`src/design/lss_pkg.sv`:
```
// ----------------------------------------------------------------------------
// lss_pkg: shared definitions for the Laplacian sharpening filter
// Field widths, register reset values, register indexes and the structs
// that travel between the filter's submodules.
// ----------------------------------------------------------------------------
`default_nettype none

package lss_pkg;

   // Default line store depth (largest frame width supported).
   localparam int DEF_MAX_WIDTH = 1024;

   // Field widths.
   localparam int PIX_W  = 8;
   localparam int ROW_W  = 12;
   localparam int COL_W  = 10;
   localparam int VAL_W  = 12;
   localparam int FW_W   = 11;
   localparam int FH_W   = 12;
   localparam int CSR_D_W = 12;
   localparam int CSR_I_W = 1;

   // Register reset values.
   localparam logic [FW_W-1:0] FRAME_WIDTH_RESET  = FW_W'(64);
   localparam logic [FH_W-1:0] FRAME_HEIGHT_RESET = FH_W'(64);

   // Register indexes on the configuration port.
   typedef enum logic [CSR_I_W-1:0] {
      CSR_FRAME_WIDTH  = 1'b0,
      CSR_FRAME_HEIGHT = 1'b1
   } lss_csr_index_type;

   // One result beat.
   typedef struct packed {
      logic [ROW_W-1:0]        row;
      logic [COL_W-1:0]        col;
      logic signed [VAL_W-1:0] value;
      logic                    is_border;
      logic                    last;
   } lss_result_type;

   // Position and classification of the pixel held in the input stage.
   typedef struct packed {
      logic [ROW_W-1:0] row;
      logic [COL_W-1:0] col;
      logic             border;
      logic             inner;
   } lss_pos_type;

endpackage

`default_nettype wire

```
`src/design/lss_kernel.sv`:
```
// ----------------------------------------------------------------------------
// lss_kernel: 3x3 window and sharpening arithmetic
// Holds the input pixel and the two previous window columns, and forms the
// border pass-through and the interior sharpened result.
// ----------------------------------------------------------------------------
`default_nettype none

module lss_kernel (
   input  wire logic                          clock,
   input  wire logic                          reset,
   input  wire logic                          load,
   input  wire logic                          advance,
   input  wire logic [lss_pkg::PIX_W-1:0]     pixel,
   input  wire lss_pkg::lss_pos_type          pos,
   input  wire logic [2*lss_pkg::PIX_W-1:0]   store_data,
   output logic      [2*lss_pkg::PIX_W-1:0]   store_wr_data,
   output lss_pkg::lss_result_type            brd_result,
   output lss_pkg::lss_result_type            int_result
);
   import lss_pkg::*;

   localparam int SUM_W = PIX_W + 3;
   localparam int LAP_W = SUM_W + 2;

   logic [PIX_W-1:0]        pixel_ff;
   logic [PIX_W-1:0]        win_ff [6];
   logic [PIX_W-1:0]        top;
   logic [PIX_W-1:0]        mid;
   logic [PIX_W-1:0]        center;
   logic [SUM_W-1:0]        sum;
   logic signed [LAP_W-1:0] lap;
   logic signed [LAP_W-1:0] half;
   logic signed [LAP_W-1:0] val;

   // Input stage pixel register.
   always_ff @(posedge clock) begin
      if (load) begin
         pixel_ff <= pixel;
      end
   end

   assign top    = store_data[2*PIX_W-1:PIX_W];
   assign mid    = store_data[PIX_W-1:0];
   assign center = win_ff[4];

   // Window shift: columns c-2 and c-1 of rows r-2 through r.
   always_ff @(posedge clock) begin
      if (reset) begin
         for (int i = 0; i < 6; i++) begin
            win_ff[i] <= '0;
         end
      end else if (advance) begin
         win_ff[0] <= win_ff[3];
         win_ff[1] <= win_ff[4];
         win_ff[2] <= win_ff[5];
         win_ff[3] <= top;
         win_ff[4] <= mid;
         win_ff[5] <= pixel_ff;
      end
   end

   // Sharpened value: center minus half the Laplacian, halved toward zero.
   always_comb begin
      sum  = SUM_W'(win_ff[0]) + SUM_W'(win_ff[1]) + SUM_W'(win_ff[2])
           + SUM_W'(win_ff[3]) + SUM_W'(win_ff[5])
           + SUM_W'(top) + SUM_W'(mid) + SUM_W'(pixel_ff);
      lap  = $signed({2'b00, sum}) - $signed({2'b00, center, 3'b000});
      half = (lap + $signed({{(LAP_W-1){1'b0}}, lap[LAP_W-1]})) >>> 1;
      val  = $signed(LAP_W'(center)) - half;
   end

   // Result beats.
   always_comb begin
      brd_result.row       = pos.row;
      brd_result.col       = pos.col;
      brd_result.value     = $signed(VAL_W'(pixel_ff));
      brd_result.is_border = 1'b1;
      brd_result.last      = !pos.inner;

      int_result.row       = pos.row - ROW_W'(1);
      int_result.col       = pos.col - COL_W'(1);
      int_result.value     = val[VAL_W-1:0];
      int_result.is_border = 1'b0;
      int_result.last      = 1'b1;
   end

   // Row r-1 moves to the older store half, row r to the newer one.
   assign store_wr_data = {mid, pixel_ff};

endmodule

`default_nettype wire

```
`config.mk`:
```
export PLATFORM = sky130hd
export DESIGN_NAME = lss_kernel
export DESIGN_NICKNAME = d
export VERILOG_FILES = /design/src/design/lss_pkg.sv /design/src/design/lss_kernel.sv
export SDC_FILE = /design/constraint.sdc
export NUM_CORES = 1
export LEC_CHECK = 0
export ABC_CLOCK_PERIOD_IN_PS = 13820
export BUFFER_PORTS_ARGS = -buffer_cell sky130_fd_sc_hd__buf_4
export CELL_PAD_IN_SITES_DETAIL_PLACEMENT = 0
export CELL_PAD_IN_SITES_GLOBAL_PLACEMENT = 1
export CORE_MARGIN = 5
export CORE_UTILIZATION = 30
export DETAILED_ROUTE_END_ITERATION = 16
export PLACE_DENSITY = 0.66
export SYNTH_ARGS = -nofsm -noshare
export SYNTH_HDL_FRONTEND = slang
export SYNTH_SLANG_ARGS = --single-unit
```
`constraint.sdc`:
```
create_clock -name clock -period 13.82 [get_ports clock]
set_input_delay 2.764 -clock clock [delete_from_list [all_inputs] [get_ports clock]]
set_output_delay 2.764 -clock clock [all_outputs]
set_load 0.005 [all_outputs]
```
# Yosys cells after proc, flatten, opt, wreduce, memory -nomap -nowiden
# Memory sizes are Yosys's and may differ from the RTL's.
# Cells that the tools add are included.
dict set report totals {
  register_bits 8
  latchBits 0
  ram_bits 48
  rom_bits 0
  input_bits 52
  out_inout_bits 88
  elab_cells 32
  n_memories 1
}
dict set report classes {
  addsub 12
  n_mul 0
  div 0
  order_cmp 0
  eq_ne 0
  shift 0
  n_mux 11
  bitwise_logic 6
  reduce_logical 1
}
# name words word_bits read_ports rd_clocked_by_memory_dff wr line
set mem_list {}
lappend mem_list {win_ff 6 8 6 0 6 lss_kernel.sv:26} ;# logic [PIX_W-1:0] win_ff [6];
# operator count
set op_table {}
lappend op_table {{$mux 8} 6}
lappend op_table {{$add 11x8->11} 4}
lappend op_table {{$add 12x2->13} 1}
lappend op_table {{$sub 11x11->12} 1}
lappend op_table {{$sub 12x1->12 const B} 1}
lappend op_table {{$sub 9x12->12} 1}
lappend op_table {{$add 10x8->11} 1}
lappend op_table {{$add 9x8->10} 1}
lappend op_table {{$sub 10x1->10 const B} 1}
lappend op_table {{$add 8x8->9} 1}
lappend op_table {{$or 1x1->1} 6}
lappend op_table {{$mux 1} 5}
lappend op_table {{$logic_not 1->1} 1}

# Longest topological paths before layout
# An unclocked memory read counts as a cell.
dict set report logic_depth {
  ltp_word 11
  depth_mapped 29
  ltp_nobuf 28
}

# Worst setup path before layout
# Ideal clock, no wire load.
dict set report synth_timing {
  path_type {input port to output port}
  start {input store_data[3] (netlist bit)}
  end {output int_result[12] (netlist bit)}
  arrival_ns 8.658
  t_required_ns 11.056
  setup_slack_ns 2.398
  stages 24
  path_buffers 0
  cell_sequence {fa_1 > fa_1 > fa_1 > inv_1 > fa_1 > inv_1 > ha_1 > a21o_1 > and4_1 > o21ai_0 > a21oi_1 > xnor2_1 > and2_1 > ha_1 > nand3_1 > nor2_1 > nand4_4 > xnor2_1 > ha_1 > or3_1 > o21ai_0 > nor2_1 > mux2i_1 > or3_1}
}
# item line
set synth_lines {}
lappend synth_lines {{from (decl)} lss_kernel.sv:15} ;# input wire logic [2*lss_pkg::PIX_W-1:0] store_data,
lappend synth_lines {{to (decl)} lss_kernel.sv:18} ;# output lss_pkg::lss_result_type int_result

==> impl_metrics.ini <==
[sta]
fin_tns_setup_ns = 0
fin_crit_sh_pct = 90.4
rsz0062_at_grt = no
fmax_ghz = 0.0800
slew_violations = 0
tightest_slew_ns = 1.15
slew_headroom_pct = 23.4
hold_viol = 0
skew_ns = 0.00356
setup_viol_count_final = 0
fin_crit_ns = 12.49

[worst_hold_path]
hold_class = flip-flop to flip-flop
worstHoldStart = win_ff[0][47]

[detailed_routing]
dr.pass1.iters = 4
drt-initial-drc-count = 113
route.detailed.drc = 0
postRouteAntennaNets = 0
num_vias = 3599
routed_wl_mm = 11.6
avgRoutedWirePerCell_um = 14.4
viasPerCell = 4.48

[grt]
track_usage_pct = 11.4
antenna_found_initial = 0
grt_pass1_wl_mm = 18.9
globalRoute.totalOverflow = 0
grt_pass1_vias = 3784
grt_max_degree = 49

[layout]
multi_input_area_um2 = 2910
n_antenna_cell = 0
seqCellArea_um2 = 1680
layout-drive-gt1-share_pct = 25.9
area_growth_pct = 20.2
final_nets = 712
fillers = 1748

[clock_network]
holdBufCountCts = 0
tritoncts = built
clk_latency_ns = 0.30
post_cts_buffers = 0
path_clk_slew_ns = 0.07
cts_resized = 0
cts_buffers = 5
cts-root-buf = clkbuf_16
cts_sinks = 56
cts.path.max_buffers = 2
htree_levels = 2

[floorplanning]
rows = 48
die_area_um2 = 20200
die_x_um = 142
core-area_um2 = 17200
ios = 140
start_util_pct = 30.5
die_y_um = 142

[critical_path]
crit_path_top_delay_cell = fa_1
r2r_start = win_ff[0][33]
worstPathRequired_ns = 11.06
cpPeakStageDelay_ns = 0.55
arrival_ns = 9.73
critPathLaunch = store_data[3]
crit_path_end_kind = primary output
cpMostUsedCell = fa_1
crit_family = adder cells
cp_num_buf_inv = 4
crit_fanout = 6
worstSetupPathType = input pin to primary output
cp-start-kind = input pin

[synthesis]
ys.flop_type = edfxtp_1
synthAdderAreaFrac_pct = 27.2
synth_cell_types = 58
synth_seq_cells = 56
avgSynthCellArea_um2 = 10.8
synth_top_family_by_area = adder cells
syn_inst = 486
synth-simple-area-share_pct = 14.4
synth_xor_area_share_pct = 6.36
synth_edf_count = 56
ys_seq_area_share_pct = 32.1
yosys_warnings = 0
async_flop_share_pct = 0
muxShareOfSynthArea_pct = 0.478
netlist_area_um2 = 5230
synth_compound_area_share_pct = 6.65

[placement]
detailed_place_hpwl_mm = 9.54
place_congestion = 0.887
io_buffers = 131

[status]
status = finished, final reports clean

[job]
max_cap_violations = 0
area by class of cell:
cell class | count | share of cell area [%]
repair buffers | 132 | 15.8
multi-input cells | 307 | 46.3
inverters | 76 | 4.54
well taps | 225 | 4.48
clock buffers | 7 | 2.11
clock inverters | 1 | 0.0597
flip-flops and latches | 56 | 26.7
cell families after synthesis:
family                   Yosys count
other                              2
AND/OR/NAND/NOR                  133
XOR/XNOR                          35
multiplexers                       2
AO/OA/AOI/OAI                     48
adder cells (fa/ha/maj)           82
buffers and inverters            128
flip-flops                        56
routing by layer:
metal | routed length [um] | part of all wire, % | track usage [%] | vias to the layer above
met3 | 927 | 8.0 | 2.62 | 12
met1 | 5190 | 45 | 15.3 | 1730
met4 | 129 | 1.1 | 2.32 | 0
li1 | - | - | - | 1728
met5 | 0 | 0 | 0 | -
met2 | 5300 | 46 | 19.1 | 129
sequential cells by signal, indices dropped and copies added, names as in the netlist:
name and cells:
win_ff 48, pixel_ff 8
placed cells by master, fill, tap and decap left out, drive strengths merged, types with 7 or more instances in the layout:
| cell type | synthesis | layout |
|---|---|---|
| buf | 46 | 132 |
| inv | 76 | 76 |
| edfxtp | 56 | 56 |
| fa | 53 | 53 |
| and2 | 49 | 49 |
| ha | 29 | 29 |
| nor2 | 27 | 27 |
| xor2 | 18 | 18 |
| xnor2 | 17 | 17 |
| o21ai | 14 | 14 |
| nor3 | 11 | 11 |
| nand2 | 11 | 11 |
| nand3 | 8 | 8 |
| a21oi | 8 | 8 |
| conb | 2 | 7 |
| clkbuf | 6 | 7 |
stage by stage:
stage | area [um2] | utilization (%) | worst slack, ns | cells | hold WS [ns]
2_1_floorplan | 5250 | - | 2.40 | 491 | 0.525
3_3_place_gp | 6150 | 35.8 | 1.35 | 796 | 0.545
3_5_place_dp | 6150 | 35.8 | 1.33 | 796 | 0.571
4_1_cts | 6290 | 36.6 | 1.33 | 804 | 0.591
5_1_grt | 6290 | 36.6 | 0.738 | 804 | 0.616
6_report | 6290 | 36.6 | 1.33 | 804 | 0.584
path summary, 6_finish.rpt:
check	end	slack (ns)	depth (start not counted)
max	int_result[12]	1.33	26
min	win_ff[0][23]	0.58	1
max reg2reg	win_ff[0][9]	12.91	1
min reg2reg	win_ff[0][23]	0.58	1
cells in the mapped netlist (all sizes together), types with 3 or more instances:
| cell type | count | area (um2) |
|---|---|---|
| inv | 76 | 285 |
| xnor2 | 17 | 168 |
| fa | 53 | 1060 |
| nor2b | 4 | 25.0 |
| clkbuf | 6 | 22.5 |
| a211oi | 3 | 35.0 |
| and2 | 49 | 307 |
| nand2 | 11 | 41.3 |
| edfxtp | 56 | 1680 |
| or3 | 4 | 25.0 |
| a21o | 3 | 22.5 |
| nand3 | 8 | 40.0 |
| a21oi | 8 | 40.0 |
| o21ai | 14 | 73.8 |
| o21a | 4 | 30.0 |
| nand4 | 4 | 40.0 |
| nor4 | 3 | 18.8 |
| nor2 | 27 | 106 |
| buf | 46 | 349 |
| xor2 | 18 | 165 |
| nor3 | 11 | 55.1 |
| ha | 29 | 363 |
Power is not shown: default switching activity piles up to over one toggle a cycle in this logic, so the estimate is an artifact.
