File: src/design/lss_pkg.sv
// ----------------------------------------------------------------------------
// lss_pkg: shared definitions for the Laplacian sharpening filter
// Field widths, register reset values, register indexes and the structs
// that travel between the filter's submodules.
// ----------------------------------------------------------------------------
`default_nettype none

package lss_pkg;

   // Default line store depth (largest frame width supported).
   localparam int DEF_MAX_WIDTH = 1024;

   // Field widths.
   localparam int PIX_W  = 8;
   localparam int ROW_W  = 12;
   localparam int COL_W  = 10;
   localparam int VAL_W  = 12;
   localparam int FW_W   = 11;
   localparam int FH_W   = 12;
   localparam int CSR_D_W = 12;
   localparam int CSR_I_W = 1;

   // Register reset values.
   localparam logic [FW_W-1:0] FRAME_WIDTH_RESET  = FW_W'(64);
   localparam logic [FH_W-1:0] FRAME_HEIGHT_RESET = FH_W'(64);

   // Register indexes on the configuration port.
   typedef enum logic [CSR_I_W-1:0] {
      CSR_FRAME_WIDTH  = 1'b0,
      CSR_FRAME_HEIGHT = 1'b1
   } lss_csr_index_type;

   // One result beat.
   typedef struct packed {
      logic [ROW_W-1:0]        row;
      logic [COL_W-1:0]        col;
      logic signed [VAL_W-1:0] value;
      logic                    is_border;
      logic                    last;
   } lss_result_type;

   // Position and classification of the pixel held in the input stage.
   typedef struct packed {
      logic [ROW_W-1:0] row;
      logic [COL_W-1:0] col;
      logic             border;
      logic             inner;
   } lss_pos_type;

endpackage

`default_nettype wire

File: src/design/lss_out_buffer.sv
// ----------------------------------------------------------------------------
// lss_out_buffer: result holding stage
// Holds the up to two results of one pixel and hands them out one beat at a
// time, border result first.
// ----------------------------------------------------------------------------
`default_nettype none

module lss_out_buffer (
   input  wire logic                     clock,
   input  wire logic                     reset,
   input  wire logic                     load,
   input  wire logic                     brd_valid,
   input  wire logic                     int_valid,
   input  wire lss_pkg::lss_result_type  brd_result,
   input  wire lss_pkg::lss_result_type  int_result,
   input  wire logic                     out_ready,
   output logic                          out_valid,
   output lss_pkg::lss_result_type       out_result,
   output logic                          free
);
   import lss_pkg::*;

   logic           brd_pend_ff, brd_pend_in;
   logic           int_pend_ff, int_pend_in;
   lss_result_type brd_ff;
   lss_result_type int_ff;
   logic           take;

   assign out_valid  = brd_pend_ff || int_pend_ff;
   assign out_result = brd_pend_ff ? brd_ff : int_ff;
   assign take       = out_valid && out_ready;

   // Room for a new pixel's results once at most the beat leaving now remains.
   assign free = !out_valid || ((brd_pend_ff ^ int_pend_ff) && out_ready);

   // Pending flags.
   always_comb begin
      brd_pend_in = brd_pend_ff;
      int_pend_in = int_pend_ff;
      if (load) begin
         brd_pend_in = brd_valid;
         int_pend_in = int_valid;
      end else if (take) begin
         if (brd_pend_ff) begin
            brd_pend_in = 1'b0;
         end else begin
            int_pend_in = 1'b0;
         end
      end
   end

   always_ff @(posedge clock) begin
      if (reset) begin
         brd_pend_ff <= 1'b0;
         int_pend_ff <= 1'b0;
      end else begin
         brd_pend_ff <= brd_pend_in;
         int_pend_ff <= int_pend_in;
      end
   end

   // Result payload registers.
   always_ff @(posedge clock) begin
      if (load) begin
         brd_ff <= brd_result;
         int_ff <= int_result;
      end
   end

endmodule

`default_nettype wire

File: config.mk
export PLATFORM = sky130hd
export DESIGN_NAME = lss_out_buffer
export DESIGN_NICKNAME = d
export VERILOG_FILES = /design/src/design/lss_pkg.sv /design/src/design/lss_out_buffer.sv
export SDC_FILE = /design/constraint.sdc
export NUM_CORES = 1
export LEC_CHECK = 0
export BUFFER_PORTS_ARGS = -buffer_cell sky130_fd_sc_hd__buf_4
export CELL_PAD_IN_SITES_DETAIL_PLACEMENT = 1
export CELL_PAD_IN_SITES_GLOBAL_PLACEMENT = 2
export CORE_MARGIN = 2
export CORE_UTILIZATION = 32
export CTS_CLUSTER_DIAMETER = 80
export DETAILED_ROUTE_END_ITERATION = 6
export HOLD_SLACK_MARGIN = 0.05
export PLACE_DENSITY = 0.86
export SLEW_MARGIN = 10
export SYNTH_ARGS = -nofsm -noshare
export SYNTH_HDL_FRONTEND = slang
export SYNTH_SLANG_ARGS = --single-unit
File: constraint.sdc
create_clock -name clock -period 1.7 [get_ports clock]
set_input_delay 0.255 -clock clock [delete_from_list [all_inputs] [get_ports clock]]
set_output_delay 0.255 -clock clock [all_outputs]
set_load 0.005 [all_outputs]
== Word-level counts from Yosys, hierarchy flattened ==
Cells that the tools add are included.

* Eq/ne operators: 1
* Mux-type cells: 6
* Bitwise operators: 1
* Reductions and logical operators: 7

{| class="wikitable"
|+ Operators by type and width
! cell !! number
|-
| two-way mux 36 bit || 1
|-
| two-way mux 1 bit || 5
|-
| logical AND 1 bit || 2
|-
| logical OR 1 bit || 2
|-
| inequality test 2 bit, second input constant || 1
|-
| AND reduction 2 bit || 1
|-
| nonzero test 2 bit || 1
|-
| logical NOT 1 bit || 1
|-
| bitwise XOR 1 bit || 1
|}

* Flip-flop bits (word level): 74
* Bits of input ports: 78
* Output and inout bits: 38
* Word-level logic and storage cells: 27

== Longest topological paths before layout ==
Gate-level depths: netlist (run 1).

* Word-level depth: 4
* Gate-level depth with buffers: 7
* Mapped depth without buffers: 5

== Worst setup path after synthesis (run 1) ==
OpenSTA, ideal clock, no wires.

* Kind: register -> output
* Start point: register brd_pend_ff
* End point: output free
* Arrival time: 1.022 ns
* Data required time: 1.445 ns
* Path slack: 0.423 ns
* Stages on the path, launching flop included: 7
* Buffers on the path: 2
* Path through: dfxtp_1 > buf_6 > buf_6 > inv_1 > ha_1 > nand2_1 > nand2_1

* Cells in the longest elaborated chain, start to end: 3
* Elaborated cells between the ends (all ways): 5
* Classes of those cells: bitwise (1); reduce/logical (4)

{| class="wikitable"
|+ Ends and longest elaborated chain
! element !! line !! source
|-
| start: declaration || lss_out_buffer.sv:23 || <nowiki>logic brd_pend_ff, brd_pend_in;</nowiki>
|-
| start signal: assignment || lss_out_buffer.sv:57 || <nowiki>brd_pend_ff <= brd_pend_in;</nowiki>
|-
| bitwise XOR 1 bit / logical OR 1 bit (equally long branches) || lss_out_buffer.sv:34, lss_out_buffer.sv:29 ||
|-
| logical AND 1 bit / logical NOT 1 bit (equally long branches) || lss_out_buffer.sv:34 || <nowiki>assign free = !out_valid || ((brd_pend_ff ^ int_pend_ff) && out_ready);</nowiki>
|-
| logical OR 1 bit * || lss_out_buffer.sv:34 ||
|-
| end: declaration || lss_out_buffer.sv:19 || <nowiki>output logic free</nowiki>
|}

Every way passes the cells marked *; elsewhere a longest branch is shown, timed or not.

==> results.yml, run 1 <==
finish:
  multi_input_area_um2: 505
  stdcell_area_um2: 4030
  diodes: 0
  register_area_um2: 2210
  nNetsFinal: 335
  fill_cells: 817
  area_growth_pct: 48.5
  drive_above_1_share_pct: 66.5
clock_network:
  postCtsHoldBufs: 0
  htreeDepth: 3
  numCtsBuffers: 9
  clock_sinks: 74
  clk_pin_slew_ns: 0.07
  cts_root_buffer: "clkbuf_8"
  max-clock-path-buffers: 2
  clock_latency_ns: 0.33
  cts_tree: "yes"
die:
  pin_count: 116
  die_x_um: 96.1
  dieArea_um2: 9230
  fp.dieH_um: 96.1
  core-area_um2: 8220
  start_util_pct: 33.0
  fp-row-count: 33
synthesis:
  synth.yosys.seq_area_share_pct: 81.1
  ys_ff_latch: 74
  yosys.area.top_type: "edfxtp_1"
  synth_nets: 206
  synth_cells: 127
  synth_cell_type_count: 13
  synth_top_area_share_pct: 79.7
  synth_area_um2: 2710
  syn_avg_cell_area_um2: 21.4
  synth_area_leaders: "edfxtp_1 80%, mux2_2 15%, dfxtp_1 1.5%"
  yosys_warnings: 0
worst_setup_path:
  reg2reg_slack_ns: 0.48
  critPathBufInv: 3
  r2r_end: "int_pend_ff"
  start_kind: "flip-flop"
  path_cells: "buf_12, buf_12, mux2_2, buf_4"
  crit_family: "buffers and inverters"
  path_max_fanout: 7
  critPathMaxStageDelay_ns: 0.37
  end_kind: "output pin"
  r2r_start: "brd_pend_ff"
  critPathSlowestCell: "dfxtp_4"
  rr_worst_depth: 6
  arrival_ns: 1.41
  crit_required_ns: 1.44
  worst-setup-path-type: "reg2out"
  cp_common_cell: "buf_12"
timing:
  setup_viol: 0
  post-route-period-util_pct: 98.1
  max_slew_margin_pct: 70.9
  tns_ns: 0
  min_period_ns: 1.67
  layout_setup_ws_ns: 0.0323
  drv_slew: 0
  finClkSkew_ns: 0.00354
  tightest_slew_ns: 0.437
  hold_violations: 0
  fmax_mhz: 600
  rsz0062_at_grt: "yes"
power_and_ir_drop:
  ir_drop_v: 0.000440
  power_density_nw_per_um2: 988
  total_power_w: 0.00398
  power.leakage_nw: 1.63
worst_hold_path:
  hp-class: "in2reg"
  worstHoldStart: "reset"
  min_to: "brd_pend_ff"
  min_path_cells: 2
global_route:
  grt_pass1_vias: 1753
  antenna_found_initial: 0
  grt_usage_pct: 12.3
  grt_pass1_wl_mm: 8.28
  overflow: 0
  grt_max_degree: 43
place:
  post-place-ws_ns: 0.311
  placed_cell_area_um2: 3740
  place_hpwl_mm: 4.09
  gp_congestion: 0.629
  io_buffers: 115
drt:
  antenna_left: 0
  drc: 0
  drt-initial-drc-count: 24
  via_per_inst: 4.38
  firstDrtPassIters: 2
  wl_per_cell_um: 15.3
  routed_wl_mm: 5.59
  vias: 1600
job:
  maxCapViolations: 0
status:
  outcome: "complete, no violations"
[area by class of cell]
type	count	share of cell area, %
clock buffers	10	3.17
clock inverters	5	1.40
inverters	3	0.280
multi-input cells	46	12.5
flip-flops and latches	74	54.8
well taps	105	3.26
repair buffers	122	24.6
[sequential cells by signal (all words and copies together) (netlist names)]
signal	cells
brd_ff	36
brd_pend_ff	1
int_ff	36
int_pend_ff	1
[worst register-to-register path, cell delays in order (launching register included)]
cell and delay (ns):
dfxtp_4 0.37, buf_12 0.13, inv_1 0.04, ha_1 0.18, nand2b_1 0.16, nor3_1 0.15, nor3_1 0.08
[worst max-delay path by stage]
stage,from,to,slack (ns),depth (start not counted)
global placement,brd_pend_ff,free,0.33,6
floorplan,brd_pend_ff,free,0.42,6
global route,brd_pend_ff,out_result[31],-0.04,4
CTS,brd_pend_ff,out_result[31],-0.0008,4
finish,brd_pend_ff,out_result[31],0.03,4
detailed placement,brd_pend_ff,free,0.31,6
[cell families (layout without fill, tap and decap cells)]
logic type / Yosys count / after routing / synth area share, %
AND/OR/NAND/NOR: 7 / 7 / 1.29
flip-flops: 74 / 74 / 81.1
AO/OA/AOI/OAI: 1 / 1 / 0.184
multiplexers: 37 / 37 / 15.3
buffers and inverters: 7 / 140 / 1.61
adder cells (fa/ha/maj): 1 / 1 / 0.461
[where the power goes]
part | switching [W] | leakage [nW] | total, W | internal [W]
Clock | 0.000612 | 0.0921 | 0.00128 | 0.000668
Combinational | 0.000165 | 0.812 | 0.000507 | 0.000343
Sequential | 0.0000358 | 0.722 | 0.00219 | 0.00216
[layout by cell type, fill, tap and decap left out]
cell type | netlist | final
nand3b_1 | 1 | 1
ha_1 | 1 | 1
nand2_1 | 3 | 3
bufinv_16 | 0 | 1
dfxtp_1 | 2 | 1
inv_1 | 3 | 3
clkbuf_8 | 0 | 9
edfxtp_1 | 72 | 72
mux2_4 | 0 | 10
mux2i_1 | 1 | 1
clkbuf_1 | 0 | 1
buf_4 | 0 | 116
mux2_2 | 36 | 26
buf_12 | 0 | 6
clkinv_2 | 0 | 2
a21oi_1 | 1 | 1
clkinv_4 | 0 | 1
dfxtp_4 | 0 | 1
nor3_1 | 2 | 2
nand2b_1 | 1 | 1
clkinvlp_4 | 0 | 1
[cell usage after synthesis]
master    count
edfxtp_1     72
mux2_2       36
inv_1         3
nand2_1       3
buf_2         2
buf_6         2
dfxtp_1       2
nor3_1        2
a21oi_1       1
ha_1          1
mux2i_1       1
nand2b_1      1
nand3b_1      1
[stage by stage]
stage,std cells,hold slack (ns),utilization [%]
2_1_floorplan,127,0.324,-
3_3_place_gp,347,0.416,45.6
3_5_place_dp,347,0.425,45.6
4_1_cts,365,0.0593,48.6
5_1_grt,365,0.0571,49.0
6_report,365,0.0805,49.0
[layer usage]
metal / routed length [um] / global-route usage [%] / share of wire (%)
met5: 0 / 0 / 0
met4: 68 / 5.36 / 1.2
met2: 2900 / 21.3 / 52
met1: 2040 / 13.1 / 37
met3: 575 / 5.25 / 10
[timing repair]
item                                    4_1_cts  5_1_grt
pin swaps                                     0        3
resized for setup                             1       10
endpoints found under the setup margin        1       17
setup buffers                                 3        0
No activity file was read; power rests on OpenSTA's default activity.
==> run 2, diff against run 1 <==
--- a/config.mk
+++ b/config.mk
@@ -14,6 +14,7 @@
 export DETAILED_ROUTE_END_ITERATION = 6
 export HOLD_SLACK_MARGIN = 0.05
 export PLACE_DENSITY = 0.86
+export SETUP_SLACK_MARGIN = 0.3
 export SLEW_MARGIN = 10
 export SYNTH_ARGS = -nofsm -noshare
 export SYNTH_HDL_FRONTEND = slang
==> run 2 against run 1 <==
Against the previous run:
- combinational power rose by 9.9%
- register-to-register slack improved by 0.02 ns
- worst hold slack got worse by 0.00099 ns
- wire length rose by 2.2%
- non-clock buffer count did not move
- sequential share of layout area fell by 1.3 points
- clock power barely moved
- critical path type unchanged
- critical endpoint is now out_result[29]
==> results.yml, run 2 (synthesis gave the netlist of run 1 again) <==
die:
  fp.dieH_um: 96.1
  dieArea_um2: 9230
  pin_count: 116
  die_x_um: 96.1
  start_util_pct: 33.0
  core-area_um2: 8220
  fp-row-count: 33
place:
  io_buffers: 115
  placed_cell_area_um2: 3740
  dpl.cell_count: 347
  place_hpwl_mm: 4.09
  gp_congestion: 0.629
drt:
  wl_per_cell_um: 15.6
  drc: 0
  drt-initial-drc-count: 34
  via_per_inst: 4.44
  firstDrtPassIters: 4
  antenna_left: 0
  vias: 1622
  routed_wl_mm: 5.71
clock_network:
  postCtsHoldBufs: 0
  clock_sinks: 74
  cts_tree: "yes"
  cts_root_buffer: "clkbuf_8"
  max-clock-path-buffers: 2
  numCtsBuffers: 9
  htreeDepth: 3
  clock_latency_ns: 0.33
  clk_pin_slew_ns: 0.07
timing:
  rsz0062_at_grt: "yes"
  hold_violations: 0
  drv_slew: 0
  tightest_slew_ns: 0.432
  min_period_ns: 1.64
  setup_viol: 0
  tns_ns: 0
  finClkSkew_ns: 0.00378
  post-route-period-util_pct: 96.5
  fmax_mhz: 609
  holdWs_ns: 0.0796
  max_slew_margin_pct: 71.2
global_route:
  grt_pass1_vias: 1784
  top_usage_layer: "met2"
  grt_util_met1_pct: 13.9
  overflow: 0
  use_met2_pct: 21.9
  antenna_found_initial: 0
  grt_pass1_wl_mm: 8.61
  grt_usage_pct: 12.7
  met3_usage_pct: 5.17
  grt_max_degree: 43
power_and_ir_drop:
  power.leakage_nw: 1.67
  ir_drop_v: 0.000471
  power_density_nw_per_um2: 976
finish:
  area_growth_pct: 52.1
  diodes: 0
  final_cells: 365
  nNetsFinal: 335
  final_common_cell: "buf_4"
  stdcell_area_um2: 4130
  reg_top3: "brd_ff (36), int_ff (36)"
  drive_above_1_share_pct: 67.7
  layout_common_cells: "99 x buf_4, 72 x edfxtp_1, 20 x mux2_2"
  fill_cells: 805
worst_setup_path:
  critPathSlowestCell: "dfxtp_4"
  end_kind: "output pin"
  crit_required_ns: 1.44
  critPathMaxStageDelay_ns: 0.36
  worst-setup-path-type: "reg2out"
  reg2reg_slack_ns: 0.50
  arrival_ns: 1.39
  start_kind: "flip-flop"
  path_max_fanout: 7
  cp_common_cell: "buf_12"
  path_cells: "buf_12, buf_12, mux2_4, buf_6"
worst_hold_path:
  hp-class: "in2reg"
job:
  maxCapViolations: 0
status:
  outcome: "complete, no violations"
[run 2: cell counts in the layout (fill, tap and decap cells not counted)]
No cell type changed its count.
[run 2: per-layer routing]
metal / vias up / share of wire, %
met5: - / 0
met4: 0 / 1.4
met3: 10 / 9.5
met2: 77 / 52
met1: 784 / 37
li1: 751 / -
[run 2: path summary, 6_finish.rpt]
path / start / endpoint / depth (start not counted)
worst min-delay path: reset / brd_pend_ff / 2
worst max register to register: brd_pend_ff / int_pend_ff / 6
worst max-delay path: brd_pend_ff / out_result[29] / 4
worst min register to register: int_pend_ff / int_pend_ff / 2
[run 2: power breakdown]
group / switching (W) / internal, W
clock: 0.000611 / 0.000668
sequential: 0.0000369 / 0.00216
combinational: 0.000177 / 0.000380
total: 0.000825 / 0.00320
[run 2: per-stage QoR]
step	power, W	utilization [%]	setup WS, ns
finish	0.00403	50.2	0.0591
global route	0.00423	50.2	0.00101
CTS	0.00410	50.2	0.0311
detailed placement	0.00272	45.6	0.311
global placement	0.00270	45.6	0.325
floorplan	0.00236	-	0.423
[run 2: area by class of cell]
cell class	instances	area, um2	area share (%)
clock inverters	5	56.3	1.36
repair buffers	122	1050	25.6
flip-flops and latches	74	2210	53.4
inverters	3	11.3	0.273
well taps	105	131	3.18
clock buffers	10	128	3.09
multi-input cells	46	541	13.1
[run 2: worst max-delay path, delay by kind of cell (launching register included)]
| kind | cells | cell delay (ns) |
|---|---|---|
| buffers and inverters | 3 | 0.39 |
| flip-flops | 1 | 0.36 |
| multiplexers | 1 | 0.30 |
[run 2: timing repair]
| item | CTS | global route |
|---|---|---|
| endpoints found under the setup margin | 38 | 38 |
| setup buffers | 3 | 0 |
| resized for setup | 38 | 0 |
| pin swaps | 3 | 0 |
| gates cloned | 0 | 0 |
