File: src/design/lss_pkg.sv
// ----------------------------------------------------------------------------
// lss_pkg: shared definitions for the Laplacian sharpening filter
// Field widths, register reset values, register indexes and the structs
// that travel between the filter's submodules.
// ----------------------------------------------------------------------------
`default_nettype none

package lss_pkg;

   // Default line store depth (largest frame width supported).
   localparam int DEF_MAX_WIDTH = 1024;

   // Field widths.
   localparam int PIX_W  = 8;
   localparam int ROW_W  = 12;
   localparam int COL_W  = 10;
   localparam int VAL_W  = 12;
   localparam int FW_W   = 11;
   localparam int FH_W   = 12;
   localparam int CSR_D_W = 12;
   localparam int CSR_I_W = 1;

   // Register reset values.
   localparam logic [FW_W-1:0] FRAME_WIDTH_RESET  = FW_W'(64);
   localparam logic [FH_W-1:0] FRAME_HEIGHT_RESET = FH_W'(64);

   // Register indexes on the configuration port.
   typedef enum logic [CSR_I_W-1:0] {
      CSR_FRAME_WIDTH  = 1'b0,
      CSR_FRAME_HEIGHT = 1'b1
   } lss_csr_index_type;

   // One result beat.
   typedef struct packed {
      logic [ROW_W-1:0]        row;
      logic [COL_W-1:0]        col;
      logic signed [VAL_W-1:0] value;
      logic                    is_border;
      logic                    last;
   } lss_result_type;

   // Position and classification of the pixel held in the input stage.
   typedef struct packed {
      logic [ROW_W-1:0] row;
      logic [COL_W-1:0] col;
      logic             border;
      logic             inner;
   } lss_pos_type;

endpackage

`default_nettype wire

File: src/design/lss_position.sv
// ----------------------------------------------------------------------------
// lss_position: raster position tracking
// Keeps the row and column of the next pixel, wraps them at the frame edges
// and classifies each accepted pixel as border and/or window-complete.
// ----------------------------------------------------------------------------
`default_nettype none

module lss_position #(
   parameter int MAX_WIDTH = lss_pkg::DEF_MAX_WIDTH
) (
   input  wire logic                           clock,
   input  wire logic                           reset,
   input  wire logic                           accept,
   input  wire logic [lss_pkg::FW_W-1:0]       frame_width,
   input  wire logic [lss_pkg::FH_W-1:0]       frame_height,
   output logic      [$clog2(MAX_WIDTH)-1:0]   rd_addr,
   output logic      [$clog2(MAX_WIDTH)-1:0]   wr_addr,
   output lss_pkg::lss_pos_type                pos
);
   import lss_pkg::*;

   localparam int CW  = $clog2(MAX_WIDTH);
   localparam int WW  = $clog2(MAX_WIDTH + 1);
   localparam int EW  = ((WW > FW_W) ? WW : FW_W) + 1;

   logic [CW-1:0]    col_count_ff, col_count_in;
   logic [ROW_W-1:0] row_count_ff, row_count_in;
   logic [CW-1:0]    wr_addr_ff;
   lss_pos_type      pos_ff, pos_in;

   logic [EW-1:0]    eff_w;
   logic [FH_W-1:0]  eff_h;
   logic [CW-1:0]    cur_col;
   logic [ROW_W-1:0] cur_row;
   logic [ROW_W-1:0] row_step;
   logic [EW-1:0]    col_plus;
   logic [ROW_W-1:0] row_plus;

   // Effective frame size: zero acts as one, width limited to the store depth.
   always_comb begin
      eff_w = EW'(frame_width);
      if (frame_width == '0) begin
         eff_w = EW'(1);
      end else if (EW'(frame_width) > EW'(MAX_WIDTH)) begin
         eff_w = EW'(MAX_WIDTH);
      end
      eff_h = (frame_height == '0) ? FH_W'(1) : frame_height;
   end

   // Position of the arriving pixel after any wrap from a smaller frame.
   always_comb begin
      cur_col  = col_count_ff;
      row_step = row_count_ff;
      if (EW'(col_count_ff) >= eff_w) begin
         cur_col  = '0;
         row_step = row_count_ff + ROW_W'(1);
      end
      cur_row = (row_step >= eff_h) ? '0 : row_step;
   end

   // Position of the pixel after this one.
   always_comb begin
      col_plus     = EW'(cur_col) + EW'(1);
      row_plus     = cur_row + ROW_W'(1);
      col_count_in = CW'(col_plus);
      row_count_in = cur_row;
      if (col_plus >= eff_w) begin
         col_count_in = '0;
         row_count_in = (row_plus >= eff_h) ? '0 : row_plus;
      end
   end

   // Classification of the arriving pixel.
   always_comb begin
      pos_in.row    = cur_row;
      pos_in.col    = COL_W'(cur_col);
      pos_in.border = (cur_row == '0) || (cur_col == '0)
                      || (cur_row == eff_h - FH_W'(1))
                      || (EW'(cur_col) == eff_w - EW'(1));
      pos_in.inner  = (cur_row >= ROW_W'(2)) && (cur_col >= CW'(2));
   end

   always_ff @(posedge clock) begin
      if (reset) begin
         col_count_ff <= '0;
         row_count_ff <= '0;
      end else if (accept) begin
         col_count_ff <= col_count_in;
         row_count_ff <= row_count_in;
      end
   end

   // Input stage position registers.
   always_ff @(posedge clock) begin
      if (accept) begin
         pos_ff     <= pos_in;
         wr_addr_ff <= cur_col;
      end
   end

   assign rd_addr = cur_col;
   assign wr_addr = wr_addr_ff;
   assign pos     = pos_ff;

endmodule

`default_nettype wire

File: config.mk
export PLATFORM = sky130hd
export DESIGN_NAME = lss_position
export DESIGN_NICKNAME = d
export VERILOG_FILES = /design/src/design/lss_pkg.sv /design/src/design/lss_position.sv
export SDC_FILE = /design/constraint.sdc
export NUM_CORES = 1
export LEC_CHECK = 0
export BUFFER_PORTS_ARGS = -buffer_cell sky130_fd_sc_hd__buf_2
export CAP_MARGIN = 20
export CORE_MARGIN = 1
export CORE_UTILIZATION = 31
export DETAILED_ROUTE_END_ITERATION = 7
export PLACE_DENSITY = 0.52
export RECOVER_POWER = 100
export SLEW_MARGIN = 40
export SYNTH_ARGS = -nofsm -noshare
export SYNTH_HDL_FRONTEND = slang
export SYNTH_SLANG_ARGS = --single-unit
File: constraint.sdc
create_clock -name clock -period 26.2 [get_ports clock]
set_input_delay 5.24 -clock clock [delete_from_list [all_inputs] [get_ports clock]]
set_output_delay 5.24 -clock clock [all_outputs]
set_load 0.1 [all_outputs]
==> Word-level counts from Yosys, hierarchy flattened <==
Cells that the tools add are included.
{ "totals": {"register_bits": 46, "latchBits": 0, "mem_bits_rw": 0, "romBits": 0, "inputBits": 26, "out_inout_bits": 44, "wordCells": 37, "n_memories": 0} }
{ "classes": {"add_sub_neg": 5, "multipliers": 0, "div_mod_pow": 0, "n_lt_le_gt_ge": 7, "n_eq_ne": 2, "n_shift": 0, "mux": 9, "n_bitwise": 0, "n_reduce_logical": 8} }
{ "ops": {"columns": ["cell", "n"], "rows": [
  ["$mux 12", 5],
  ["$add 12x1->12 const B", 2],
  ["$ge 12x12->1", 2],
  ["$logic_not 12->1", 2],
  ["$sub 12x1->12 const B", 2],
  ["$mux 11", 2],
  ["$mux 10", 2],
  ["$eq 10x12->1", 1],
  ["$eq 12x12->1", 1],
  ["$ge 10x12->1", 1],
  ["$ge 11x12->1", 1],
  ["$ge 12x2->1 const B", 1],
  ["$add 10x1->11 const B", 1],
  ["$gt 11x11->1 const B", 1],
  ["$logic_not 11->1", 1],
  ["$ge 10x2->1 const B", 1],
  ["$logic_not 10->1", 1],
  ["$logic_or 1x1->1", 3],
  ["$logic_and 1x1->1", 1]
]} }

==> Depth between registers and ports, before layout <==
Gate-level depths: netlist of the first run.
{ "depth": {"word_depth": 11, "depth_mapped": 37, "ltp_nobuf": 34} }

==> Least setup slack after synthesis of the first run <==
No wires, ideal clock.
{ "synth_timing": {"kind": "input to output", "startpoint": "in frame_width[5] in the netlist's numbering", "endpoint": "out rd_addr[1]", "arrival_ns": 8.598, "t_required_ns": 20.960, "setup_slack_ns": 12.362, "cell_stages": 15, "n_path_buf": 4, "path_cell_list": "or4_1 -> nor4_1 -> o21ai_0 -> inv_1 -> ha_1 -> nand2b_1 -> a2111oi_0 -> or4_1 -> buf_2 -> clkbuf_1 -> and2_1 -> clkbuf_1 -> nand2_1 -> inv_1 -> buf_4"} }
{ "synth_lines": {"columns": ["item", "line_no", "text"], "rows": [
  ["from (decl)", "lss_position.sv:14", "input wire logic [lss_pkg::FW_W-1:0] frame_width,"],
  ["to (decl)", "lss_position.sv:16", "output logic [$clog2(MAX_WIDTH)-1:0] rd_addr,"]
]} }

==> Worst setup path after layout of the first run <==
{ "layout_timing": {"startpoint": "in frame_width[5] in the netlist's numbering", "endpoint": "out rd_addr[1]"} }
{ "layout_via": {"elab_chain_cells": 5, "word_cells_on_any_way": 6, "classes_between": "2 x order compare; 3 x mux; 1 x reduce/logical"} }
{ "layout_lines": {"columns": ["item", "line_no", "text"], "rows": [
  ["$gt 11x11->1", "lss_position.sv:44", "end else if (EW'(frame_width) > EW'(MAX_WIDTH)) begin"],
  ["$mux 11", "lss_position.sv:44", null],
  ["$mux 11 *", "lss_position.sv:42", "if (frame_width == '0) begin"],
  ["$ge 10x12->1 *", "lss_position.sv:54", "if (EW'(col_count_ff) >= eff_w) begin"],
  ["$mux 10 *", "lss_position.sv:54", null]
]} }
Every way passes the cells marked *; elsewhere a longest branch is shown, timed or not.

==> impl_metrics.json, run 1 <==
{
  "status": "finished, violations left",
  "violations": "capacitance limit, slew limit",
  "post_cts_buffers": 0,
  "clkLatencyLatePin_ps": 290,
  "antenna_cells": 0,
  "ios": 70,
  "seq_power_share_pct": 39.6,
  "fillers": 1520,
  "place_hpwl_um": 10170,
  "finalHoldViolations": 0,
  "fmax_mhz": 65.50,
  "antenna_found_initial": 0,
  "min_period_over_period_pct": 58.27,
  "slew-limit-headroom_pct": -42.08,
  "min_period_ps": 15270,
  "initial_core_util_pct": 32.23,
  "die_x_um": 122.8,
  "gp_congestion": 0.8258,
  "critPathMaxFanout": 17,
  "die_h_um": 122.8,
  "synth_cells": 548,
  "nets": 664,
  "setup_violations": 0,
  "ys_seq_area_share_pct": 25.66,
  "drt-total-wl_um": 12940,
  "cts_buffers": 5,
  "multi_input_area_mm2": 0.002990,
  "clkTransAtPathRegs_ps": 70,
  "clock_skew_ps": 12.46,
  "cts_tree": "yes",
  "synth_top_cell_area_share_pct": 15.92,
  "drc_errors": 0,
  "avgSynthCellArea_um2": 8.258,
  "num_rows": 43,
  "vias_per_cell": 5.475,
  "drive_gt1_share_pct": 6.997,
  "avgRoutedWirePerCell_um": 16.89,
  "pre_cts_ws_ps": 11550,
  "p_switching_mw": 0.07543,
  "drt_iter0_drc": 358,
  "grt_first_pass_wirelength_um": 20290,
  "rsz0062_at_grt": "false",
  "drtPass1Iterations": 5,
  "maxSlewViolCount": 60,
  "final.setup.tns_ps": 0,
  "synth_common_cells": "ha_1 (53), nor2_1 (51), nand2_1 (43)",
  "holdCritPathClass": "flop to flop",
  "setup_ws_ps": 10930,
  "dr_total_vias": 4194,
  "cap_violations": 2,
  "grt_pass1_vias": 3812,
  "grt-ovfl-total": 0,
  "power.total_mw": 0.2038,
  "cts_buffer_depth": 2,
  "grt_start_max_net_pins": 41,
  "portBuffers": 69,
  "power_density_mw_per_mm2": 41.15,
  "htree_levels": 2,
  "die_area_mm2": 0.01509,
  "crit_required_ps": 20960,
  "core_mm2": 0.01404,
  "detail-route-antenna-nets": 0,
  "hold_buffers": 0,
  "synth_seq_cells": 46,
  "asyncSetResetFlopFracSynth_pct": 0,
  "synth_nets": 627,
  "pwr-share-comb_pct": 28.8,
  "netlist_top_cells_area": "edfxtp_1 (16%), ha_1 (15%), dfxtp_1 (9.7%), xnor2_1 (5.8%), nor2_1 (4.2%)",
  "intPower_mw": 0.1283,
  "synth.cell_area_mm2": 0.004526,
  "startpoint_type": "primary input",
  "synth_top_area_cell": "edfxtp_1",
  "clockPowerShare_pct": 31.6,
  "p_leak_nw": 2.078,
  "synth_cell_type_count": 67,
  "switching_share_pct": 37.02,
  "worst_slew_pin_slew_ps": 2131,
  "root_buffer": "clkbuf_16",
  "track_usage_pct": 17.42,
  "path_class": "primary input to output pin",
  "critical_path_arrival_ps": 10030,
  "synth_edf_count": 24,
  "cts_resized": 0,
  "yosysWarnings": 0,
  "cp-end-kind": "output pin",
  "ys.flop_type": "edfxtp_1",
  "vdd_drop_max_v": 0.00002995,
  "cts.sinks": 46,
  "areaGrowthSynthToFinish_pct": 9.428,
  "seqCellArea_mm2": 0.001161,
  "yosysMostFrequentCell": "ha_1"
}
cell families after synthesis:
family,share of synthesized area (%)
flops,25.66
mux,0.7188
buf+inv,8.183
compound gates,19.52
xor+xnor,8.515
simple gates,22.75
fa+ha+maj,14.65
sequential cells by signal (all words and copies together), names as in the netlist:
name and count:
pos 24, col_count_ff 10, row_count_ff 12
layout make-up:
| type | instances | area share [%] |
|---|---|---|
| Clock inverter | 3 | 0.4800 |
| Tap cell | 180 | 4.548 |
| Multi-Input combinational cell | 426 | 60.38 |
| Timing Repair Buffer | 71 | 5.963 |
| Inverter | 35 | 2.653 |
| Sequential cell | 46 | 23.45 |
| Clock buffer | 5 | 2.527 |
power by group through the flow:
stage / sequential (mW) / combinational (mW) / clock (mW)
after floorplan: 0.0956 / 0.0331 / 0
after global placement: 0.0820 / 0.0595 / 0
after detailed placement: 0.0821 / 0.0596 / 0
after CTS: 0.0805 / 0.0599 / 0.0655
after global routing: 0.0811 / 0.0635 / 0.0685
final: 0.0807 / 0.0587 / 0.0643
path summary, 6_finish.rpt:
path	from	endpoint	slack, ps	depth (start not counted)
hold reg to reg	row_count_ff[7]$_SDFFE_PP0P_	row_count_ff[7]$_SDFFE_PP0P_	510	2
hold / removal	row_count_ff[7]$_SDFFE_PP0P_	row_count_ff[7]$_SDFFE_PP0P_	510	2
setup / recovery	frame_width[5]	rd_addr[1]	10930	13
setup reg to reg	col_count_ff[9]$_SDFFE_PP0P_	row_count_ff[10]$_SDFFE_PP0P_	16940	28
routing by layer:
layer	wire length, um	vias to the layer above	global-route usage (%)
li1	-	2080	-
met1	6476	1970	25.50
met2	5541	132	26.33
met3	781	12	3.160
met4	140	0	3.735
met5	0	-	0
per-stage QoR:
stage	hold WS (ps)	instance area [um^2]	instances	utilization [%]
2_1_floorplan	475.7	4526	548	-
3_3_place_gp	495.4	4872	758	34.70
3_5_place_dp	499.4	4875	758	34.71
4_1_cts	509.1	5024	766	35.77
5_1_grt	535.9	4952	766	35.27
6_report	511.2	4952	766	35.27
worst max-delay path: stages:
cell,delay (ps)
clkbuf_1,100
or4_1,610
nor4_1,440
o21ai_0,190
inv_1,110
ha_1,220
nand2b_1,140
a2111oi_0,420
or4_1,590
and2_0,560
nand2_1,220
inv_1,260
clkbuf_1,900
layout by cell type (no fill, tap or decap), drive strengths merged, types with 14 or more instances in the layout:
cell,synthesis,routed
xnor2,30,30
a21oi,25,25
o21ai,17,17
ha,53,53
nor3,14,14
clkbuf,18,53
inv,33,34
xor2,14,14
edfxtp,24,24
dfxtp,22,22
nor2,51,51
buf,23,23
nand2,43,43
and3,16,16
nand3,26,26
Power figures use the tool's default switching activity.
==> run 2: changes to the inputs <==
==> constraint.sdc (replaced) <==
create_clock -name clock -period 15.6 [get_ports clock]
set_input_delay 3.12 -clock clock [delete_from_list [all_inputs] [get_ports clock]]
set_output_delay 3.12 -clock clock [all_outputs]
set_load 0.1 [all_outputs]
==> run 2 against run 1 <==
  * Critical endpoint is now row_count_ff[10]$_SDFFE_PP0P_
  * Worst setup slack got worse by 8100 ps
  * Non-clock buffer count unchanged
  * Final cell count did not move
  * Die area unchanged
  * The flow still finishes with violations (capacitance limit, slew limit)
  * Clock power rose by 68%
==> impl_metrics.json, run 2 (synthesis gave the netlist of run 1 again) <==
{
  "drc_errors": 0,
  "cts_buffers": 5,
  "final.setup.tns_ps": 0,
  "violations": "capacitance limit, slew limit",
  "worst_slew_pin_slew_ps": 2059,
  "track_usage_pct": 17.41,
  "fillers": 1498,
  "cts_tree": "yes",
  "hold_buffers": 0,
  "seq_power_share_pct": 39.6,
  "post_cts_buffers": 0,
  "grt_start_max_net_pins": 41,
  "nets": 664,
  "switching_share_pct": 37.05,
  "path_class": "primary input to flop",
  "rsz0062_at_grt": "false",
  "antenna_cells": 0,
  "maxSlewViolCount": 60,
  "portBuffers": 69,
  "min_period_ps": 12790,
  "power.total_mw": 0.3424,
  "htree_levels": 2,
  "die_h_um": 122.8,
  "drtPass1Iterations": 6,
  "r2r-end": "row_count_ff[10]$_SDFFE_PP0P_",
  "status": "finished, violations left",
  "drive_gt1_share_pct": 6.997,
  "ff2ff_setup_slack_ps": 6540,
  "critPathMaxFanout": 18,
  "antenna_found_initial": 0,
  "hold_path_startpoint": "row_count_ff[7]$_SDFFE_PP0P_",
  "setup_ws_ps": 2806,
  "grt_pass1_vias": 3878,
  "path_depth": 32,
  "worstReg2RegStart": "col_count_ff[9]$_SDFFE_PP0P_",
  "cp.buffers_inverters": 4,
  "crit_required_ps": 15820,
  "cp_top_family": "simple AND/OR/NAND/NOR gates",
  "clkTransAtPathRegs_ps": 70,
  "avgRoutedWirePerCell_um": 16.71,
  "slew-limit-headroom_pct": -37.25,
  "pwr-share-comb_pct": 28.9,
  "critical_path_arrival_ps": 13010,
  "cts.sinks": 46,
  "largest_reg_flops": 24,
  "place_hpwl_um": 9994,
  "vdd_drop_max_v": 0.00004056,
  "setup_violations": 0,
  "fmax_mhz": 78.16,
  "cts_buffer_depth": 2,
  "startpoint_type": "primary input",
  "clockPowerShare_pct": 31.6,
  "clock_skew_ps": 8.301,
  "min_period_over_period_pct": 82.01,
  "cap_violations": 2,
  "drt_iter0_drc": 334,
  "critical_path.most_common_cell": "a21oi_1",
  "grt_first_pass_wirelength_um": 20370,
  "crit_slowest_cell": "o21ai_0",
  "max_stage_delay_ps": 730,
  "vias_per_cell": 5.525,
  "root_buffer": "clkbuf_16",
  "p_leak_nw": 2.082,
  "reg2reg_depth": 27,
  "die_area_mm2": 0.01509,
  "areaGrowthSynthToFinish_pct": 9.372,
  "dr_total_vias": 4232,
  "power_density_mw_per_mm2": 69.18,
  "initial_core_util_pct": 32.23,
  "cts_resized": 0,
  "holdCritPathClass": "flop to flop",
  "final_common_cell": "ha_1",
  "detail-route-antenna-nets": 0,
  "final_cell_mix": "ha_1 (53), nor2_1 (51), clkbuf_1 (47)",
  "pre_cts_ws_ps": 3216,
  "finalHoldViolations": 0,
  "multi_input_area_mm2": 0.002984,
  "die_x_um": 122.8,
  "ios": 70,
  "min_to": "row_count_ff[7]$_SDFFE_PP0P_",
  "grt-ovfl-total": 0,
  "num_rows": 43,
  "drt-total-wl_um": 12800,
  "clkLatencyLatePin_ps": 290,
  "p_switching_mw": 0.1269,
  "core_mm2": 0.01404,
  "gp_congestion": 0.8542,
  "min_path_cells": 2,
  "intPower_mw": 0.2156,
  "cp-end-kind": "flop",
  "seqCellArea_mm2": 0.001161
}
-- run 2: changes by cell type in the layout (fill, tap and decap cells not counted), sizes merged --
| cell | before | now |
|---|---|---|
| clkbuf | 53 | 52 |
| buf | 23 | 24 |
-- run 2: tightest hold or removal path, stage by stage, from the launching register on --
cell     delay, ps
dfxtp_1        340
nor2_1         100
nor3_1          60
-- run 2: worst max-delay path by stage --
stage / slack [ps] / from / to
global route: 1900 / frame_width[5] / row_count_ff[10]$_SDFFE_PP0P_
CTS: 3460 / frame_width[5] / row_count_ff[10]$_SDFFE_PP0P_
detailed placement: 3220 / frame_width[5] / row_count_ff[10]$_SDFFE_PP0P_
global placement: 3650 / frame_width[5] / row_count_ff[10]$_SDFFE_PP0P_
floorplan: 4950 / frame_width[5] / row_count_ff[10]$_SDFFE_PP0P_
finish: 2810 / frame_width[4] / row_count_ff[10]$_SDFFE_PP0P_
-- run 2: power groups by stage --
stage,sequential (mW),combinational (mW),clock (mW)
2_1_floorplan,0.161,0.0556,0
3_3_place_gp,0.138,0.0995,0
3_5_place_dp,0.138,0.100,0
4_1_cts,0.135,0.101,0.110
5_1_grt,0.136,0.107,0.115
6_report,0.135,0.0989,0.108
-- run 2: metrics by stage --
step | hold slack [ps] | std cells | cell area [um^2] | utilization, %
2_1_floorplan | 475.7 | 548 | 4526 | -
3_3_place_gp | 515.7 | 758 | 4872 | 34.70
3_5_place_dp | 516.4 | 758 | 4875 | 34.71
4_1_cts | 528.8 | 766 | 5024 | 35.77
5_1_grt | 573.0 | 766 | 4950 | 35.25
6_report | 537.0 | 766 | 4950 | 35.25
-- run 2: metal layers --
layer / vias up / wire [um] / global-route usage (%)
met3: 17 / 872 / 2.463
li1: 2074 / - / -
met2: 151 / 5389 / 26.12
met4: 0 / 189 / 4.192
met1: 1990 / 6352 / 25.87
met5: - / 0 / 0
-- run 2: area by class of cell --
type	count	share of cell area (%)
clock buffers	5	2.528
clock inverters	3	0.4803
inverters	35	2.654
multi-input cells	426	60.29
flip-flops and latches	46	23.46
well taps	180	4.550
repair buffers	71	6.041
==> run 3: changes to the inputs <==
==> constraint.sdc (replaced) <==
create_clock -name clock -period 12.7 [get_ports clock]
set_input_delay 2.54 -clock clock [delete_from_list [all_inputs] [get_ports clock]]
set_output_delay 2.54 -clock clock [all_outputs]
set_load 0.1 [all_outputs]
==> run 3 against run 2 <==
  * The flow still finishes with violations (capacitance limit, slew limit)
  * Worst setup slack got worse by 1700 ps
  * Clock skew fell by 5.8 ps
  * Non-clock buffer count up 1
  * Global-route usage is 0.15 points lower
  * Worst hold slack gained 6.1 ps
  * Final cell count grew 0.13%
  * Combinational power grew 23%
==> impl_metrics.json, run 3 (synthesis gave the netlist of run 1 again) <==
{
  "gp_congestion": 0.8524,
  "cp-end-kind": "flop",
  "cts_buffers": 5,
  "grt_start_max_net_pins": 41,
  "min_period_over_period_pct": 91.61,
  "htree_levels": 2,
  "areaGrowthSynthToFinish_pct": 9.677,
  "grt-ovfl-total": 0,
  "placedCellCount": 759,
  "drc_errors": 0,
  "final_cells": 767,
  "setup_violations": 0,
  "antenna_cells": 0,
  "drt_iter0_drc": 298,
  "worst_slew_pin_slew_ps": 2198,
  "num_rows": 43,
  "critical_path.most_common_cell": "ha_1",
  "maxSlewViolCount": 41,
  "power_density_mw_per_mm2": 84.31,
  "drive_gt1_share_pct": 7.325,
  "nets": 665,
  "dr_total_vias": 4231,
  "die_area_mm2": 0.01509,
  "path_class": "primary input to flop",
  "critical_path_arrival_ps": 11780,
  "final_common_cell": "ha_1",
  "finalHoldViolations": 0,
  "critPathMaxFanout": 18,
  "track_usage_pct": 17.25,
  "vdd_drop_max_v": 0.00005059,
  "min_period_ps": 11630,
  "startpoint_type": "primary input",
  "status": "finished, violations left",
  "cap_violations": 1,
  "die_h_um": 122.8,
  "fmax_mhz": 85.95,
  "max_stage_delay_ps": 620,
  "drtPass1Iterations": 5,
  "clkTransAtPathRegs_ps": 60,
  "antenna_found_initial": 0,
  "grt_pass1_vias": 3906,
  "clkLatencyLatePin_ps": 280,
  "crit_slowest_cell": "or4_1",
  "holdCritPathClass": "flop to flop",
  "violations": "capacitance limit, slew limit",
  "post_cts_buffers": 0,
  "cts_resized": 0,
  "cts.sinks": 46,
  "cts_buffer_depth": 2,
  "ios": 70,
  "final_core_util_pct": 35.35,
  "vias_per_cell": 5.516,
  "slew-limit-headroom_pct": -46.56,
  "p_leak_nw": 2.086,
  "root_buffer": "clkbuf_16",
  "hold_buffers": 0,
  "drt-total-wl_um": 12850,
  "place_hpwl_um": 9921,
  "largest_reg_flops": 24,
  "initial_core_util_pct": 32.23,
  "final_cell_mix": "ha_1 (53), nor2_1 (51), clkbuf_1 (48)",
  "avgRoutedWirePerCell_um": 16.75,
  "rsz0062_at_grt": "false",
  "core_mm2": 0.01404,
  "cts_tree": "yes",
  "crit_required_ps": 12850,
  "clock_skew_ps": 2.526,
  "grt_first_pass_wirelength_um": 20270,
  "detail-route-antenna-nets": 0,
  "final.setup.tns_ps": 0,
  "portBuffers": 69,
  "die_x_um": 122.8
}
run 3: cell types whose count changed in the layout (fill, tap and decap cells not counted), sizes merged:
cell | previous run | this run
clkbuf | 52 | 53
run 3: final cells by class:
class / count / area, um^2
fillers: 1476 / 9079
inverters: 35 / 131.4
well taps: 180 / 225.2
clock inverters: 3 / 23.77
flip-flops and latches: 46 / 1161
repair buffers: 72 / 302.8
multi-input cells: 426 / 2994
clock buffers: 5 / 125.1
run 3: final timing paths:
check                                     from                           end  slack [ps]  depth (start not counted)
setup / recovery                frame_width[5]  row_count_ff[7]$_SDFFE_PP0P_        1070                         32
hold / removal    col_count_ff[0]$_SDFFE_PP0P_  col_count_ff[0]$_SDFFE_PP0P_         540                          2
setup reg to reg  col_count_ff[9]$_SDFFE_PP0P_  row_count_ff[7]$_SDFFE_PP0P_        4290                         27
hold reg to reg   col_count_ff[0]$_SDFFE_PP0P_  col_count_ff[0]$_SDFFE_PP0P_         540                          2
run 3: where the power goes:
part           internal [mW]  switching, mW  total [mW]
combinational         0.0290         0.0927       0.122
clock                 0.0736         0.0567       0.130
sequential             0.162        0.00428       0.167
total                  0.265          0.154       0.418
run 3: stage by stage:
stage | hold WS [ps] | setup slack, ps | area [um^2] | power [mW]
6_report | 543.1 | 1066 | 4964 | 0.4185
5_1_grt | 563.9 | 413.2 | 4964 | 0.4381
4_1_cts | 535.6 | 1364 | 5031 | 0.4236
3_5_place_dp | 523.1 | 1123 | 4882 | 0.2919
3_3_place_gp | 516.6 | 1487 | 4880 | 0.2917
2_1_floorplan | 475.7 | 2633 | 4526 | 0.2655
run 3: worst max-delay path, delay by kind of cell:
family | cells | cell delay [ps]
buffers and inverters | 4 | 560
xor gates and xnor gates | 1 | 600
and+or+nand+nor | 11 | 3150
adders and majority gates | 4 | 1090
AOI/OAI and AO/OA | 12 | 3830
run 3: layer usage:
layer,GRT usage [%],vias up,routed length (um)
li1,-,2083,-
met1,25.16,1988,6341
met2,26.58,152,5445
met3,2.974,8,964
met4,3.049,0,96
met5,0,-,0
